### config.mk
export PLATFORM = sky130hd
export DESIGN_NAME = flv_tag_framer
export DESIGN_NICKNAME = d
export VERILOG_FILES = /design/src/hw/rtl/flvf_pkg.sv /design/src/hw/rtl/flv_tag_framer.sv /design/src/hw/rtl/flvf_parse.sv
export SDC_FILE = /design/constraint.sdc
export NUM_CORES = 1
export LEC_CHECK = 0
export BUFFER_PORTS_ARGS = -buffer_cell sky130_fd_sc_hd__buf_4
export CORE_MARGIN = 4
export CORE_UTILIZATION = 30
export DETAILED_ROUTE_END_ITERATION = 6
export HOLD_SLACK_MARGIN = 0.06
export PLACE_DENSITY = 0.53
export SYNTH_ARGS = -nofsm -noshare
export SYNTH_HDL_FRONTEND = slang
export SYNTH_HIERARCHICAL = 1
export SYNTH_SLANG_ARGS = --single-unit
export TNS_END_PERCENT = 1
### constraint.sdc
create_clock -name aclk -period 10.8 [get_ports aclk]
set_input_delay 0.54 -clock aclk [delete_from_list [all_inputs] [get_ports aclk]]
set_output_delay 0.54 -clock aclk [all_outputs]
set_load 0.02 [all_outputs]
### src/hw/rtl/flvf_pkg.sv
// Shared types and constants for the FLV tag framer.
package flvf_pkg;

    localparam int unsigned IDX_W   = 25;
    localparam int unsigned LEN_W   = 25;
    localparam int unsigned STAMP_W = 24;

    localparam logic [23:0]      FLV_MAGIC    = 24'h464C56;
    localparam logic [LEN_W-1:0] HEADER_LEN   = 25'd13;
    localparam logic [LEN_W-1:0] TAG_OVERHEAD = 25'd15;
    localparam logic [32:0]      TAIL_ADD     = 33'd4;
    localparam logic [7:0]       VIDEO_TYPE   = 8'd9;

    // Byte positions inside a tag that carry fields of interest.
    localparam logic [IDX_W-1:0] POS_KIND      = 25'd0;
    localparam logic [IDX_W-1:0] POS_MAGIC_END = 25'd2;
    localparam logic [IDX_W-1:0] POS_SIZE_END  = 25'd3;
    localparam logic [IDX_W-1:0] POS_STAMP_LO  = 25'd4;
    localparam logic [IDX_W-1:0] POS_STAMP_HI  = 25'd6;
    localparam logic [IDX_W-1:0] POS_VIDEO     = 25'd11;
    localparam logic [IDX_W-1:0] POS_MIN_END   = 25'd12;

    typedef struct packed {
        logic               is_file_header;
        logic [7:0]         tag_type;
        logic [LEN_W-1:0]   packet_length;
        logic [STAMP_W-1:0] time_stamp;
        logic               is_video;
        logic [3:0]         codec_id;
        logic [3:0]         frame_kind;
        logic               length_ok;
    } result_t;

    typedef struct packed {
        logic fin;       // the byte being processed ends a packet
    } parse_status_t;

endpackage

### src/hw/rtl/flv_tag_framer.sv
// Top level of the FLV tag framer: input word register, parser and result register.
//
// The block frames a raw FLV byte stream into packets. Each input word on the
// s_ channel carries one byte of the stream. A packet that opens with the bytes
// 'F','L','V' is the 13-byte file header; any other packet is a tag whose total
// length is its 24-bit data size plus 15. When the last byte of a packet has
// been processed, one result word appears on the m_ channel with the kind,
// tag type, length, timestamp, video codec and frame nibbles, and a flag that
// tells whether the trailing previous-tag-size plus 4 matched the length. On a
// mismatch the flag is low and framing resumes right after the claimed length.
// Bytes that do not end a packet produce no result word.
// Throughput is one byte per clock cycle while s_ready is high. An accepted
// byte is held in the input register and is then parsed into the result
// register, so m_valid rises once the last byte of a packet has reached it.
// While the receiver stalls, the pending result holds and bytes that do not
// end a packet keep flowing; s_ready only drops when the byte in the input
// register ends a packet and the result register is still full.
// A synchronous low on aresetn empties both registers and restarts framing at
// the beginning of a packet.
module flv_tag_framer (
    input  logic                                aclk,
    input  logic                                aresetn,
    input  logic                                s_valid,
    output logic                                s_ready,
    input  logic [7:0]                          s_data_byte,
    output logic                                m_valid,
    input  logic                                m_ready,
    output logic                                m_is_file_header,
    output logic [7:0]                          m_tag_type,
    output logic [flvf_pkg::LEN_W-1:0]          m_packet_length,
    output logic [flvf_pkg::STAMP_W-1:0]        m_time_stamp,
    output logic                                m_is_video,
    output logic [3:0]                          m_codec_id,
    output logic [3:0]                          m_frame_kind,
    output logic                                m_length_ok
);

    logic                    in_valid_reg;
    logic [7:0]              in_byte_reg;
    logic                    out_valid_reg;
    flvf_pkg::result_t       out_reg;
    flvf_pkg::result_t       parse_result;
    flvf_pkg::parse_status_t parse_status;
    logic                    advance;
    logic                    out_free;
    logic                    s_accept;

    // The result register is free when empty or being emptied this cycle.
    assign out_free = !out_valid_reg || m_ready;
    // A buffered byte moves on unless it ends a packet with nowhere to go.
    assign advance  = in_valid_reg && (!parse_status.fin || out_free);
    assign s_ready  = !in_valid_reg || advance;
    assign s_accept = s_valid && s_ready;

    flvf_parse u_parse (
        .aclk      (aclk),
        .aresetn   (aresetn),
        .step      (advance),
        .data_byte (in_byte_reg),
        .status    (parse_status),
        .result    (parse_result)
    );

    always_ff @(posedge aclk) begin
        if (!aresetn) begin
            in_valid_reg <= 1'b0;
        end else if (s_ready) begin
            in_valid_reg <= s_valid;
        end
    end

    always_ff @(posedge aclk) begin
        if (s_accept) begin
            in_byte_reg <= s_data_byte;
        end
    end

    always_ff @(posedge aclk) begin
        if (!aresetn) begin
            out_valid_reg <= 1'b0;
        end else if (advance && parse_status.fin) begin
            out_valid_reg <= 1'b1;
        end else if (m_ready) begin
            out_valid_reg <= 1'b0;
        end
    end

    always_ff @(posedge aclk) begin
        if (advance && parse_status.fin) begin
            out_reg <= parse_result;
        end
    end

    assign m_valid          = out_valid_reg;
    assign m_is_file_header = out_reg.is_file_header;
    assign m_tag_type       = out_reg.tag_type;
    assign m_packet_length  = out_reg.packet_length;
    assign m_time_stamp     = out_reg.time_stamp;
    assign m_is_video       = out_reg.is_video;
    assign m_codec_id       = out_reg.codec_id;
    assign m_frame_kind     = out_reg.frame_kind;
    assign m_length_ok      = out_reg.length_ok;

    // A packet end that is processed always lands in the result register.
    assert property (@(posedge aclk) disable iff (!aresetn)
        (advance && parse_status.fin) |=> out_valid_reg)
        else $error("finished packet did not produce a result word");

    // Backpressure reaches the input only when both registers are occupied.
    assert property (@(posedge aclk) disable iff (!aresetn)
        !s_ready |-> (in_valid_reg && out_valid_reg && !m_ready))
        else $error("input stalled without a full pipeline");

    // A byte held in the input register keeps its value until it moves on.
    assert property (@(posedge aclk) disable iff (!aresetn)
        (in_valid_reg && !advance) |=> (in_valid_reg && $stable(in_byte_reg)))
        else $error("buffered byte lost while stalled");

    // The file header result always reports 13 bytes and a good length.
    assert property (@(posedge aclk) disable iff (!aresetn)
        (out_valid_reg && out_reg.is_file_header) |->
            (out_reg.packet_length == flvf_pkg::HEADER_LEN && out_reg.length_ok))
        else $error("file header result is malformed");

endmodule

### src/hw/rtl/flvf_parse.sv
// Packet parsing state and per-byte result logic of the FLV tag framer.
module flvf_parse (
    input  logic                    aclk,
    input  logic                    aresetn,
    input  logic                    step,
    input  logic [7:0]              data_byte,
    output flvf_pkg::parse_status_t status,
    output flvf_pkg::result_t       result
);

    logic [flvf_pkg::IDX_W-1:0]   idx_reg, idx_next;
    logic [23:0]                  head_reg, head_next;
    logic                         hdr_reg, hdr_next;
    logic [7:0]                   kind_reg, kind_next;
    logic [flvf_pkg::LEN_W-1:0]   length_reg, length_next;
    logic [flvf_pkg::STAMP_W-1:0] stamp_reg, stamp_next;
    logic [7:0]                   video_reg, video_next;
    logic [31:0]                  tail_reg, tail_next;
    logic                         fin;
    logic                         vid;

    always_comb begin
        head_next   = head_reg;
        hdr_next    = hdr_reg;
        kind_next   = kind_reg;
        length_next = length_reg;
        stamp_next  = stamp_reg;
        video_next  = video_reg;
        tail_next   = {tail_reg[23:0], data_byte};

        if (idx_reg < 25'd3) begin
            head_next = {head_reg[15:0], data_byte};
        end
        if (idx_reg == flvf_pkg::POS_KIND) begin
            kind_next = data_byte;
        end
        if (idx_reg == flvf_pkg::POS_MAGIC_END) begin
            hdr_next = (head_next == flvf_pkg::FLV_MAGIC);
            if (hdr_next) begin
                length_next = flvf_pkg::HEADER_LEN;
            end
        end
        // The data size is complete at the fourth byte of a tag.
        if (idx_reg == flvf_pkg::POS_SIZE_END && !hdr_reg) begin
            length_next = {1'b0, head_reg[15:0], data_byte} + flvf_pkg::TAG_OVERHEAD;
        end
        if (idx_reg inside {[flvf_pkg::POS_STAMP_LO:flvf_pkg::POS_STAMP_HI]}) begin
            stamp_next = {stamp_reg[15:0], data_byte};
        end
        if (idx_reg == flvf_pkg::POS_VIDEO) begin
            video_next = data_byte;
        end
    end

    // Every packet is at least 13 bytes long, so the length and all header
    // fields are settled by the time the end test can fire.
    assign fin = (idx_reg >= flvf_pkg::POS_MIN_END) &&
                 (({1'b0, idx_reg} + 26'd1) == {1'b0, length_reg});
    assign idx_next = fin ? '0 : idx_reg + 25'd1;

    assign vid = !hdr_reg && (kind_reg == flvf_pkg::VIDEO_TYPE);

    always_comb begin
        result.is_file_header = hdr_reg;
        result.tag_type       = hdr_reg ? 8'd0 : kind_reg;
        result.packet_length  = length_reg;
        result.time_stamp     = hdr_reg ? '0 : stamp_reg;
        result.is_video       = vid;
        result.codec_id       = vid ? video_reg[3:0] : 4'd0;
        result.frame_kind     = vid ? video_reg[7:4] : 4'd0;
        // The trailing size is compared at full width so that it cannot wrap.
        result.length_ok      = hdr_reg ||
            (({1'b0, tail_next} + flvf_pkg::TAIL_ADD) == {8'd0, length_reg});
    end

    assign status.fin = fin;

    always_ff @(posedge aclk) begin
        if (!aresetn) begin
            idx_reg    <= '0;
            head_reg   <= '0;
            hdr_reg    <= 1'b0;
            kind_reg   <= '0;
            length_reg <= '0;
            stamp_reg  <= '0;
            video_reg  <= '0;
            tail_reg   <= '0;
        end else if (step) begin
            idx_reg    <= idx_next;
            head_reg   <= head_next;
            hdr_reg    <= hdr_next;
            kind_reg   <= kind_next;
            length_reg <= length_next;
            stamp_reg  <= stamp_next;
            video_reg  <= video_next;
            tail_reg   <= tail_next;
        end
    end

endmodule

# ---- Word level (Yosys, flattened, before mapping)
# Cells that the tools add are included.
dict set report totals {
  regBits 217
  output_inout_bits 70
}
dict set report classes {
  reduce_logical 24
  n_mux 7
  eq_ne 7
  n_lt_le_gt_ge 4
  add_sub_neg 4
}
# operator n
set op_table {}
lappend op_table {{$mux W25} 4}
lappend op_table {{$eq A25 B2 Y1 const B} 2}
lappend op_table {{$add A32 B3 Y33 const B} 1}
lappend op_table {{$eq A33 B25 Y1} 1}
lappend op_table {{$add A25 B1 Y26 const B} 1}
lappend op_table {{$eq A26 B25 Y1} 1}
lappend op_table {{$add A24 B4 Y25 const B} 1}
lappend op_table {{$add A25 B1 Y25 const B} 1}
lappend op_table {{$eq A25 B4 Y1 const B} 1}
lappend op_table {{$ge A25 B3 Y1 const B} 1}
lappend op_table {{$ge A25 B4 Y1 const B} 1}
lappend op_table {{$le A25 B3 Y1 const B} 1}
lappend op_table {{$logic_not A25 Y1} 1}
lappend op_table {{$lt A25 B2 Y1 const B} 1}
lappend op_table {{$eq A24 B23 Y1 const B} 1}
lappend op_table {{$mux W24} 1}
lappend op_table {{$eq A8 B4 Y1 const B} 1}
lappend op_table {{$reduce_and A2 Y1} 4}
lappend op_table {{$logic_and A1 B1 Y1} 7}
lappend op_table {{$reduce_bool A2 Y1} 3}
lappend op_table {{$logic_not A1 Y1} 4}
lappend op_table {{$logic_or A1 B1 Y1} 4}
lappend op_table {{$reduce_and A3 Y1} 1}
lappend op_table {{$mux W1} 2}

# ---- Depth between registers and ports, before layout
# Gate-level depths: netlist of the first run.
dict set report depth {
  depth_word 8
  mapped_depth 20
}

# ---- Modules after synthesis
# Netlist of the first run, hierarchy kept.
# module seq_area_each_um2 area_per_inst_um2 cells_each n_inst
set by_module_without_submodules {}
lappend by_module_without_submodules {flvf_parse 2782.7 8174.1 989 1}
lappend by_module_without_submodules {flv_tag_framer 2322.2 2399.8 88 1}

# ---- Least setup slack after synthesis of the first run
# Ideal clock, no wire load.
dict set report synth_timing {
  path_kind {flip-flop to flip-flop}
  startpoint {reg u_parse/idx_reg[4] (netlist name)}
  endpoint {reg out_reg, in the netlist m_codec_id[0] (enable)}
  setup_ps 494
  n_path_buf 1
  slack_ps 5076
  path_stages_with_launch 11
  arrival_time_ps 5230
  path_cell_list {dfxtp_1 -> nand3_1 -> nor4_2 -> and4_1 -> clkbuf_1 -> mux2i_1 -> mux2i_1 -> a221o_2 -> nor2_1 -> nand2_1 -> nor2_1}
}
dict set report synth_between {
  elab_chain_len 7
  word_cells_on_any_way 8
}
# element line_no
set synth_lines {}
lappend synth_lines {{start, declared} flvf_parse.sv:11} ;# logic [flvf_pkg::IDX_W-1:0] idx_reg, idx_next;
lappend synth_lines {{start signal, assigned} flvf_parse.sv:89} ;# idx_reg <= idx_next;
lappend synth_lines {{$add A25 B1 Y26} flvf_parse.sv:58} ;# (({1'b0, idx_reg} + 26'd1) == {1'b0, length_reg});
lappend synth_lines {{$eq A26 B25 Y1} flvf_parse.sv:58}
lappend synth_lines {{$logic_and A1 B1 Y1 *} flvf_parse.sv:57} ;# assign fin = (idx_reg >= flvf_pkg::POS_MIN_END) &&
lappend synth_lines {{named net parse_status} flv_tag_framer.sv:43} ;# flvf_pkg::parse_status_t parse_status;
lappend synth_lines {{$logic_not A1 Y1} flv_tag_framer.sv:51} ;# assign advance = in_valid_reg && (!parse_status.fin || out_free);
lappend synth_lines {{$logic_or A1 B1 Y1} flv_tag_framer.sv:51}
lappend synth_lines {{$logic_and A1 B1 Y1} flv_tag_framer.sv:51}
lappend synth_lines {{$logic_and A1 B1 Y1 *} flv_tag_framer.sv:89} ;# if (advance && parse_status.fin) begin
lappend synth_lines {{end signal, assigned} flv_tag_framer.sv:90} ;# out_reg <= parse_result;
lappend synth_lines {{end, declared} flv_tag_framer.sv:41} ;# flvf_pkg::result_t out_reg;
# The timed path passes the listed nets; every way through them passes the cells marked *.
# A chain may end at the register's enable or synchronous reset.

# ---- Final worst setup path of the first run
dict set report layout_timing {
  startpoint {reg u_parse/idx_reg[0] (netlist name)}
  endpoint {reg u_parse/length_reg[23] (netlist name)}
}
dict set report layout_between {
  elab_chain_len 7
  word_cells_on_any_way 17
}
# element line_no
set layout_lines {}
lappend layout_lines {{$add A25 B1 Y26} flvf_parse.sv:58}
lappend layout_lines {{$eq A26 B25 Y1} flvf_parse.sv:58}
lappend layout_lines {{$logic_and A1 B1 Y1 *} flvf_parse.sv:57}
lappend layout_lines {{named net parse_status} flv_tag_framer.sv:43}
lappend layout_lines {{$logic_not A1 Y1 *} flv_tag_framer.sv:51}
lappend layout_lines {{$logic_or A1 B1 Y1 *} flv_tag_framer.sv:51}
lappend layout_lines {{$logic_and A1 B1 Y1 *} flv_tag_framer.sv:51}
lappend layout_lines {{named net advance} flv_tag_framer.sv:44} ;# logic advance;
lappend layout_lines {{$reduce_and A3 Y1 (no source line) *} -}
lappend layout_lines {{end signal, assigned} flvf_parse.sv:93} ;# length_reg <= length_next;
lappend layout_lines {{end, declared} flvf_parse.sv:15} ;# logic [flvf_pkg::LEN_W-1:0] length_reg, length_next;
# Marks and branches as above.

==> reports/metrics.yaml, run 1 <==
intPower_mw: 1.45
final.period_utilization: 0.531
cts.sinks: 217
rsz0062_at_grt: "false"
final-instance-count-excl-fill: 1593
place_area_um2: 11500
postCtsHoldBufs: 0
vias_per_cell: 4.93
hold_viol: 0
peakVddDrop_mv: 0.125
p_sw_mw: 0.404
swShare: 0.218
p_leak_nw: 4.85
yosys.area.top_type: "dfxtp_1"
design_area_um2: 12400
layout_min_cycle_time_ns: 5.73
cts_resized: 0
synth_nets: 1095
syn_avg_cell_area_um2: 9.82
synth.most_common_cell: "dfxtp_1"
die_w_um: 196
postLayoutCoreUtil: 0.357
layout_setup_ws_ns: 5.07
wl_um: 28100
drive_above_1_share: 0.150
end_kind: "register"
cp-start-kind: "register"
io_buffer_count: 81
grt_max_degree: 70
relSlewSlack: 0.319
antenna_left: 0
worstPathArrival_ns: 6.18
combinationalPowerShare: 0.037
finalSetupViolCount: 0
synth_area_leaders: "dfxtp_1, edfxtp_1, mux2i_1"
cts_buffers: 26
overflow: 0
synthTopCellsByCount: "dfxtp_1, nor2_1, mux2i_1"
synth_ff_type: "dfxtp_1"
via_count: 7860
synth_area_um2: 10600
antenna_found_initial: 0
timing.clock.skew_ns: 0.0213
place_ws_ns: 5.18
gp_congestion: 0.886
ys_async_sr_fraction: 0
placementRows: 68
syn_inst: 1077
cts-root-buf: "clkbuf_16"
dr.pass1.iters: 5
cts_buffer_depth: 3
cap_viol_max_count: 0
maxSlewViolCount: 0
synth_seq_cells: 217
start_util: 0.305
worst_pin_slew_ns: 1.01
criticalPathCategory: "register to register"
hold_path.class: "input port to register"
grt_pass1_vias: 7619
core_um2: 34600
grt_usage: 0.142
cp_max_fo: 49
ys_warn_count: 6
die_area_um2: 38300
place_hpwl_um: 19300
avgRoutedWirePerCell_um: 17.7
drtIter0Drc: 586
fin_nets: 1136
powerDensity_nw_per_um2: 150
insertion_delay_ns: 0.54
seqPwrFrac: 0.472
outcome: "finished, final reports clean"
fin_tns_setup_ns: 0
diodes: 0
power_frac_clock: 0.491
synth-edff-count: 76
die_y_um: 196
io_pins: 82
area_delta_synth_final_pct: 16.8
ys_seq_area_frac: 0.483
cts_tree: "done"
crit_required_ns: 11.25
grt_pass1_wl_um: 44100
drc: 0
cts_max_level: 1
netlist.area_leader.share: 0.267
clock.fmax_mhz: 175
cts.reportedPaths.clkPinSlew_ns: 0.06
dpl.cell_count: 1545
ys_types: 76
cts_setup_buffers: 0
## stage by stage
step	total power, mW	hold slack [ns]
floorplan	0.933	0.403
global placement	0.961	0.461
detailed placement	0.961	0.472
CTS	1.88	0.159
global route	1.92	0.165
finish	1.85	0.181
## layer usage
metal,share of wire,global-route usage,up-vias
met5,0,0,-
met4,0.022,0.0352,0
met3,0.043,0.0199,38
met2,0.46,0.228,195
met1,0.47,0.202,3769
li1,-,-,3858
## cell usage in the layout (no fill, tap or decap), types with 4 or more instances in the layout
cell type and count:
nor2_1 132, clkbuf_16 27, dfxtp_1 141, bufinv_16 4, a21oi_1 37, or3_1 13, and3_1 9, o31ai_1 4
nor4b_1 4, nand3_1 55, ha_1 6, xor2_1 50, nand4b_1 4, nor4_1 10, inv_1 14, and4_1 8
nand2_1 74, nand2b_1 9, edfxtp_1 76, clkbuf_1 8, and4b_1 4, o21ai_0 24, a211oi_1 10, nand4_1 24
xnor2_1 53, mux2i_1 82, buf_4 91, nor2_2 20, nor3_1 23, and2_1 15, nor2b_1 36
## layout make-up
cell class	count	area, µm²
Inverter	15	56.3
Multi-Input combinational cell	767	5040
Tap cell	455	569
Timing Repair Buffer	91	683
Clock inverter	10	150
Sequential cell	217	5100
Fill cell	3444	22300
Clock buffer	38	747
## worst max-delay path, stage by stage, from the launching register on
cell and delay [ns]:
dfxtp_1 0.52, ha_1 0.53, nand3_1 0.23, nor4_4 0.31, nand2_2 0.13, mux2i_1 0.14
o31ai_1 0.26, a221o_2 0.31, nor2_1 0.14, a21boi_4 0.15, buf_4 0.50, inv_1 0.45
nor3_2 0.49, nand3_1 0.15, or3_1 0.38, o21a_1 0.11, buf_4 0.27, or3_1 0.41
a21oi_1 0.14
## path summary, 6_finish.rpt
kind / start / end / slack [ns] / cells past startpoint
max reg2reg: u_parse/idx_reg[0]$_SDFFE_PN0P_ / u_parse/length_reg[23]$_SDFFE_PN0P_ / 5.07 / 18
min reg2reg: u_parse/video_reg[7]$_SDFFE_PN0P_ / u_parse/video_reg[7]$_SDFFE_PN0P_ / 0.48 / 2
max: u_parse/idx_reg[0]$_SDFFE_PN0P_ / u_parse/length_reg[23]$_SDFFE_PN0P_ / 5.07 / 18
min: s_data_byte[6] / in_byte_reg[6]$_DFFE_PP_ / 0.18 / 1
## cells by family after synthesis
kind of cell	synth area share
multiplexers	0.0787
flip-flops	0.483
buffers and inverters	0.0439
XOR/XNOR	0.0853
AND/OR/NAND/NOR	0.233
adder cells (fa/ha/maj)	0.00710
AO/OA/AOI/OAI	0.0690
## power groups by stage
| stage | registers (mW) | clock network, mW | logic (mW) |
|---|---|---|---|
| finish | 0.875 | 0.911 | 0.0685 |
| global route | 0.876 | 0.968 | 0.0761 |
| CTS | 0.875 | 0.937 | 0.0690 |
| detailed placement | 0.892 | 0 | 0.0685 |
| global placement | 0.892 | 0 | 0.0688 |
| floorplan | 0.875 | 0 | 0.0579 |
No activity file was read; power rests on OpenSTA's default activity.
==> run 2, diff against run 1 <==
--- a/config.mk
+++ b/config.mk
@@ -5,12 +5,13 @@
 export SDC_FILE = /design/constraint.sdc
 export NUM_CORES = 1
 export LEC_CHECK = 0
+export ABC_AREA = 1
 export BUFFER_PORTS_ARGS = -buffer_cell sky130_fd_sc_hd__buf_4
 export CORE_MARGIN = 4
 export CORE_UTILIZATION = 30
 export DETAILED_ROUTE_END_ITERATION = 6
 export HOLD_SLACK_MARGIN = 0.06
-export PLACE_DENSITY = 0.53
+export PLACE_DENSITY = 0.52
 export SYNTH_ARGS = -nofsm -noshare
 export SYNTH_HDL_FRONTEND = slang
 export SYNTH_HIERARCHICAL = 1
==> constraint.sdc (replaced) <==
create_clock -name aclk -period 5.9 [get_ports aclk]
set_input_delay 0.295 -clock aclk [delete_from_list [all_inputs] [get_ports aclk]]
set_output_delay 0.295 -clock aclk [all_outputs]
set_load 0.02 [all_outputs]
==> run 2 against run 1 <==
  * Area after synthesis rose by 9.3%
  * Critical path depth is 2 higher
  * Global-route usage grew 3.2 points
  * Synthesized cell count grew 50%
  * Clock skew is 0.0084 ns lower
  * Clock-buffer cell count is 8 lower
  * First-iteration DRC count increased by 38%
  * Worst setup slack lost 3.9 ns
  * Routed wire length increased by 33%
  * Non-clock buffer count grew 12
  * Worst hold slack lost 0.052 ns
  * Highest routed layer unchanged
==> reports/metrics.yaml, run 2 <==
syn_avg_cell_area_um2: 7.17  # was 9.82 µm²
grt_max_degree: 85  # was 70
crit_path_start: "u_parse/idx_reg[0]$_SDFFE_PN0P_"  # unchanged
ys_async_sr_fraction: 0  # unchanged
synth.most_common_cell: "nand2_1"  # was dfxtp_1
layout_min_cycle_time_ns: 4.71  # was 5.73 ns
area_delta_synth_final_pct: 17.1  # was 16.8%
dr.pass1.iters: 5  # unchanged
r2r_cells: 20  # was 18
ys_warn_count: 6  # unchanged
antenna_left: 0  # unchanged
overflow: 0  # unchanged
cts_tree: "done"  # unchanged
design_area_um2: 13500  # was 12,400 µm²
criticalPathCategory: "register to register"  # unchanged
drc: 0  # unchanged
drtIter0Drc: 807  # was 586
io_pins: 82  # unchanged
die_area_um2: 41700  # was 38,300 µm²
grt_pass1_wl_um: 57200  # was 44,100 µm
netlist.area_leader.share: 0.244  # was 0.267
hold_path.class: "input port to register"  # unchanged
cts_resized: 0  # unchanged
vias_per_cell: 4.84  # was 4.93
worst_r2r_endpoint: "u_parse/idx_reg[23]$_SDFFE_PN0P_"  # was u_parse/length_reg[23]$_SDFFE_PN0P_
timing.reg2reg.setup_slack_ns: 1.19  # was 5.07 ns
gp_congestion: 0.925  # was 0.886
r2r_start: "u_parse/idx_reg[0]$_SDFFE_PN0P_"  # unchanged
cts.sinks: 217  # unchanged
clock.fmax_mhz: 212  # was 175 MHz
fill_cells: 4036  # was 3,444
powerDensity_nw_per_um2: 254  # was 150 nW/µm²
outcome: "finished, final reports clean"  # unchanged
synth-edff-count: 76  # unchanged
holdWs_ns: 0.130  # was 0.181 ns
final.period_utilization: 0.798  # was 0.531
cts-root-buf: "clkbuf_16"  # unchanged
synth_seq_cells: 217  # unchanged
hold_viol: 0  # unchanged
worst_pin_slew_ns: 0.950  # was 1.01 ns
synth_area_leaders: "dfxtp_1, edfxtp_1, nand2_1"  # was dfxtp_1, edfxtp_1, mux2i_1
core_um2: 37800  # was 34,600 µm²
fin_nets: 1686  # was 1,136
synth_area_um2: 11600  # was 10,600 µm²
worstPathArrival_ns: 5.14  # was 6.18 ns
crit_end: "u_parse/idx_reg[23]$_SDFFE_PN0P_"  # was u_parse/length_reg[23]$_SDFFE_PN0P_
timing.clock.skew_ns: 0.0129  # was 0.0213 ns
ys_types: 39  # was 76
diodes: 0  # unchanged
cp_max_fo: 84  # was 49
die_w_um: 204  # was 196 µm
insertion_delay_ns: 0.55  # was 0.54 ns
cap_viol_max_count: 0  # unchanged
synth_ff_type: "dfxtp_1"  # unchanged
cts_setup_buffers: 0  # unchanged
drive_above_1_share: 0.0984  # was 0.150
grt_pass1_vias: 9817  # was 7,619
postCtsHoldBufs: 9  # was 0
syn_inst: 1611  # was 1,077
die_y_um: 204  # was 196 µm
io_buffer_count: 81  # unchanged
postLayoutCoreUtil: 0.357  # about the same
antenna_found_initial: 0  # unchanged
place_area_um2: 12600  # was 11,500 µm²
maxSlewViolCount: 0  # unchanged
cp-start-kind: "register"  # unchanged
layout_setup_ws_ns: 1.19  # was 5.07 ns
yosys.area.top_type: "dfxtp_1"  # unchanged
start_util: 0.305  # about the same
cts_max_level: 1  # unchanged
p_leak_nw: 5.61  # was 4.85 nW
cts.reportedPaths.clkPinSlew_ns: 0.06  # about the same
synthTopCellsByCount: "nand2_1, nor2_1, inv_1"  # was dfxtp_1, nor2_1, mux2i_1
cts_buffers: 25  # was 26
place_hpwl_um: 26800  # was 19,300 µm
place_ws_ns: 1.30  # was 5.18 ns
finalSetupViolCount: 0  # unchanged
via_count: 10600  # was 7,860
synth_nets: 1629  # was 1,095
fin_tns_setup_ns: 0  # unchanged
end_kind: "register"  # unchanged
placementRows: 71  # was 68
cts_buffer_depth: 3  # unchanged
layout_common_cells: "nand2_1, nor2_1, inv_1"  # was dfxtp_1, nor2_1, buf_4
avgRoutedWirePerCell_um: 17.0  # was 17.7 µm
peakVddDrop_mv: 0.199  # was 0.125 mV
final_common_cell: "nand2_1"  # was dfxtp_1
grt_usage: 0.174  # was 0.142
ys_seq_area_frac: 0.442  # was 0.483
relSlewSlack: 0.367  # was 0.319
rsz0062_at_grt: "false"  # unchanged
wl_um: 37300  # was 28,100 µm
crit_required_ns: 6.32  # was 11.25 ns
[run 2: cell count changes in the layout (fill, tap and decap cells not counted), moves of 12 or more]
cell and change:
xnor2_1 -35, nor2b_1 -36, mux2i_1 -82, nand4_1 +18, nand2_1 +281, and2_1 -14, o21ai_0 +63, nor2_2 -14
or3_1 -13, inv_1 +175, nor2_1 +107, a21oi_1 +87, o211ai_1 +12, nand3_1 +65
[run 2: cell families after synthesis]
| kind of cell | after synthesis | share of synthesized area |
|---|---|---|
| AND/OR/NAND/NOR | 816 | 0.302 |
| buffers and inverters | 269 | 0.0924 |
| AO/OA/AOI/OAI | 241 | 0.109 |
| flip-flops | 217 | 0.442 |
| XOR/XNOR | 62 | 0.0482 |
| adder cells (fa/ha/maj) | 6 | 0.00650 |
[run 2: worst min path at each step]
stage                                      startpoint                                  end  slack (ns)  cells after the start
floorplan                                     aresetn                 m_valid$_SDFFE_PN0P_        0.39                      2
global placement    u_parse/video_reg[6]$_SDFFE_PN0P_    u_parse/video_reg[6]$_SDFFE_PN0P_        0.44                      2
detailed placement   u_parse/kind_reg[3]$_SDFFE_PN0P_     u_parse/kind_reg[3]$_SDFFE_PN0P_        0.45                      2
CTS                                           aresetn  u_parse/length_reg[11]$_SDFFE_PN0P_        0.11                      3
global route                                  aresetn  u_parse/length_reg[11]$_SDFFE_PN0P_        0.14                      3
finish                                        aresetn  u_parse/length_reg[11]$_SDFFE_PN0P_        0.13                      3
[run 2: worst max-delay path, stage by stage (launching register included)]
cell and delay, ns:
dfxtp_1 0.45, ha_1 0.32, nand2_1 0.18, nor2_2 0.40
nand2_1 0.19, nor2_2 0.22, nand2_1 0.10, nand2_1 0.10
nand3_1 0.07, nand2_1 0.13, nand4_1 0.14, nor2_1 0.25
inv_1 0.09, o21ai_0 0.22, inv_2 0.06, buf_4 0.30
inv_2 0.10, buf_4 0.69, nor2_1 0.21, nand2_1 0.13
a21oi_1 0.08
[run 2: where the power goes]
part | switching [mW] | leakage (nW) | internal, mW
clock | 0.678 | 0.428 | 0.944
combinational | 0.121 | 3.34 | 0.0690
sequential | 0.0494 | 1.84 | 1.57
[run 2: final cells by class]
class | count | area (µm²) | area share
Multi-Input combinational cell | 1125 | 5380 | 0.398
Timing Repair Buffer | 103 | 796 | 0.0588
Tap cell | 511 | 639 | 0.0473
Clock buffer | 30 | 696 | 0.0514
Inverter | 196 | 736 | 0.0544
Sequential cell | 217 | 5100 | 0.377
Clock inverter | 16 | 173 | 0.0128
[run 2: per-layer routing]
metal / share of wire / GRT usage / vias up / wire, µm
met5: 0 / 0 / - / 0
met4: 0.027 / 0.0529 / 0 / 994
met3: 0.057 / 0.0236 / 58 / 2120
met2: 0.47 / 0.292 / 308 / 17700
met1: 0.44 / 0.234 / 4921 / 16500
li1: - / - / 5355 / -
[run 2: stage by stage]
| step | total power [mW] | instances |
|---|---|---|
| floorplan | 1.77 | 1611 |
| global placement | 1.84 | 2143 |
| detailed placement | 1.84 | 2143 |
| CTS | 3.48 | 2198 |
| global route | 3.57 | 2198 |
| finish | 3.43 | 2198 |
==> run 3, diff against run 2 <==
--- a/config.mk
+++ b/config.mk
@@ -5,13 +5,13 @@
 export SDC_FILE = /design/constraint.sdc
 export NUM_CORES = 1
 export LEC_CHECK = 0
-export ABC_AREA = 1
+export ABC_AREA = 0
 export BUFFER_PORTS_ARGS = -buffer_cell sky130_fd_sc_hd__buf_4
 export CORE_MARGIN = 4
 export CORE_UTILIZATION = 30
 export DETAILED_ROUTE_END_ITERATION = 6
 export HOLD_SLACK_MARGIN = 0.06
-export PLACE_DENSITY = 0.52
+export PLACE_DENSITY = 0.54
 export SYNTH_ARGS = -nofsm -noshare
 export SYNTH_HDL_FRONTEND = slang
 export SYNTH_HIERARCHICAL = 1
==> constraint.sdc (replaced) <==
create_clock -name aclk -period 4 [get_ports aclk]
set_input_delay 0.2 -clock aclk [delete_from_list [all_inputs] [get_ports aclk]]
set_output_delay 0.2 -clock aclk [all_outputs]
set_load 0.02 [all_outputs]
==> run 3 against run 2 <==
  * Worst hold slack better by 0.26 ns
  * Routed wire length is 23% lower
  * Clock power is 38% higher
  * Design area shrank 4.6%
  * Register-to-register slack lost 0.93 ns
  * Clock skew decreased by 0.0068 ns
  * Critical path type unchanged
==> reports/metrics.yaml, run 3 (same netlist as run 1, synthesis figures left out) <==
outcome: "finished, final reports clean"  # unchanged
clock.fmax_mhz: 267  # was 212 MHz
drive_above_1_share: 0.197  # was 0.0984
grt_usage: 0.145  # was 0.174
die_area_um2: 38300  # was 41,700 µm²
final-instance-count-excl-fill: 1652  # was 2,198
highest_layer: "met4"  # unchanged
layout_common_cells: "dfxtp_1, buf_4, nor2_1"  # was nand2_1, nor2_1, inv_1
grt_pass1_wl_um: 45000  # was 57,200 µm
hold_path.class: "input port to register"  # unchanged
fin_nets: 1196  # was 1,686
timing.reg2reg.setup_slack_ns: 0.26  # was 1.19 ns
placementRows: 68  # was 71
criticalPathCategory: "register to register"  # unchanged
crit_required_ns: 4.45  # was 6.32 ns
wl_um: 28900  # was 37,300 µm
end_kind: "register"  # unchanged
insertion_delay_ns: 0.53  # was 0.55 ns
hold_viol: 0  # unchanged
avgRoutedWirePerCell_um: 17.5  # was 17.0 µm
io_pins: 82  # unchanged
cts_buffers: 25  # unchanged
cp-start-kind: "register"  # unchanged
grt_pass1_vias: 7755  # was 9,817
final.period_utilization: 0.936  # was 0.798
cts.sinks: 217  # unchanged
powerDensity_nw_per_um2: 373  # was 254 nW/µm²
maxSlewViolCount: 0  # unchanged
wl_met3_um: 1470  # was 2120 µm
dpl.cell_count: 1591  # was 2,143
drt-met1-wl_um: 13400  # was 16,500 µm
start_util: 0.305  # about the same
grt_max_degree: 60  # was 85
dr.pass1.iters: 5  # unchanged
drtIter0Drc: 577  # was 807
cts-root-buf: "clkbuf_16"  # unchanged
relSlewSlack: 0.509  # was 0.367
multi_input_area_um2: 5080  # was 5380 µm²
worst_pin_slew_ns: 0.731  # was 0.950 ns
place_hpwl_um: 20600  # was 26,800 µm
via_count: 8068  # was 10,600
seq_area_um2: 5120  # was 5100 µm²
postLayoutCoreUtil: 0.373  # was 0.357
antenna_found_initial: 0  # unchanged
cp_max_fo: 49  # was 84
fin_tns_setup_ns: 0  # unchanged
peakVddDrop_mv: 0.271  # was 0.199 mV
cap_viol_max_count: 0  # unchanged
core_um2: 34600  # was 37,800 µm²
diodes: 0  # unchanged
gp_congestion: 0.890  # was 0.925
die_y_um: 196  # was 204 µm
vias_per_cell: 4.88  # was 4.84
finalPower_mw: 4.81  # was 3.43 mW
finalSetupViolCount: 0  # unchanged
cts_max_level: 1  # unchanged
fill_cells: 3410  # was 4,036
die_w_um: 196  # was 204 µm
worstPathArrival_ns: 4.19  # was 5.14 ns
cts.reportedPaths.clkPinSlew_ns: 0.06  # about the same
layout_setup_ws_ns: 0.256  # was 1.19 ns
area_delta_synth_final_pct: 22.1  # was 17.1%
layout_min_cycle_time_ns: 3.74  # was 4.71 ns
wl_met2_um: 13500  # was 17,700 µm
io_buffer_count: 81  # unchanged
overflow: 0  # unchanged
hold_depth: 2  # was 3
cts_buffer_depth: 3  # unchanged
place_ws_ns: 0.133  # was 1.30 ns
r2r_cells: 17  # was 20
timing.clock.skew_ns: 0.00605  # was 0.0129 ns
antenna_left: 0  # unchanged
p_leak_nw: 5.21  # was 5.61 nW
cts_tree: "done"  # unchanged
drc: 0  # unchanged
==> run 3: path summary, 6_finish.rpt <==
path,from,end
max,u_parse/idx_reg[0]$_SDFFE_PN0P_,u_parse/length_reg[8]$_SDFFE_PN0P_
min,s_data_byte[1],in_byte_reg[1]$_DFFE_PP_
max reg2reg,u_parse/idx_reg[0]$_SDFFE_PN0P_,u_parse/length_reg[8]$_SDFFE_PN0P_
min reg2reg,u_parse/kind_reg[3]$_SDFFE_PN0P_,u_parse/kind_reg[3]$_SDFFE_PN0P_
==> run 3: repair_timing <==
item	4_1_cts	5_1_grt
hold buffers	13	0
setup endpoints to repair	0	15
setup buffers	0	2
gates resized for setup	0	17
hold endpoints to repair	11	0
==> run 3: per-layer routing <==
layer | up-vias | global-route usage
met5 | - | 0
met4 | 0 | 0.0331
met3 | 32 | 0.0251
met1 | 3871 | 0.204
li1 | 3978 | -
met2 | 187 | 0.235
==> run 3: power by group <==
group / total [mW] / internal [mW] / switching (mW) / leakage [nW]
logic: 0.218 / 0.0910 / 0.127 / 2.85
clock network: 2.24 / 1.33 / 0.913 / 0.402
registers: 2.35 / 2.30 / 0.0523 / 1.95
==> run 3: cell type report <==
class | count | area share
sequential | 217 | 0.397
inverter | 15 | 0.00436
multi-input combinational | 767 | 0.394
clock inverter | 11 | 0.00727
clock buffer | 35 | 0.0561
tap | 455 | 0.0441
timing repair buffer | 152 | 0.0977
==> run 3: stage by stage <==
stage                     hold WS (ns)  instance area [µm²]
after floorplan                  0.299                10600
after global placement           0.380                11900
after detailed placement         0.380                11900
after CTS                        0.370                12800
after global routing             0.380                12900
final                            0.392                12900
==> run 3: critical path: stages (launching register included) <==
cell	delay [ns]
dfxtp_2	0.34
ha_1	0.22
buf_4	0.19
nand2b_1	0.16
and3b_1	0.18
a211oi_1	0.39
nor4_1	0.15
o2111ai_4	0.14
nor2_1	0.12
a21boi_4	0.15
inv_1	0.07
nor3_2	0.15
nand3_1	0.13
or3_1	0.39
o21a_1	0.15
buf_12	0.18
or3_1	0.36
a21oi_1	0.17
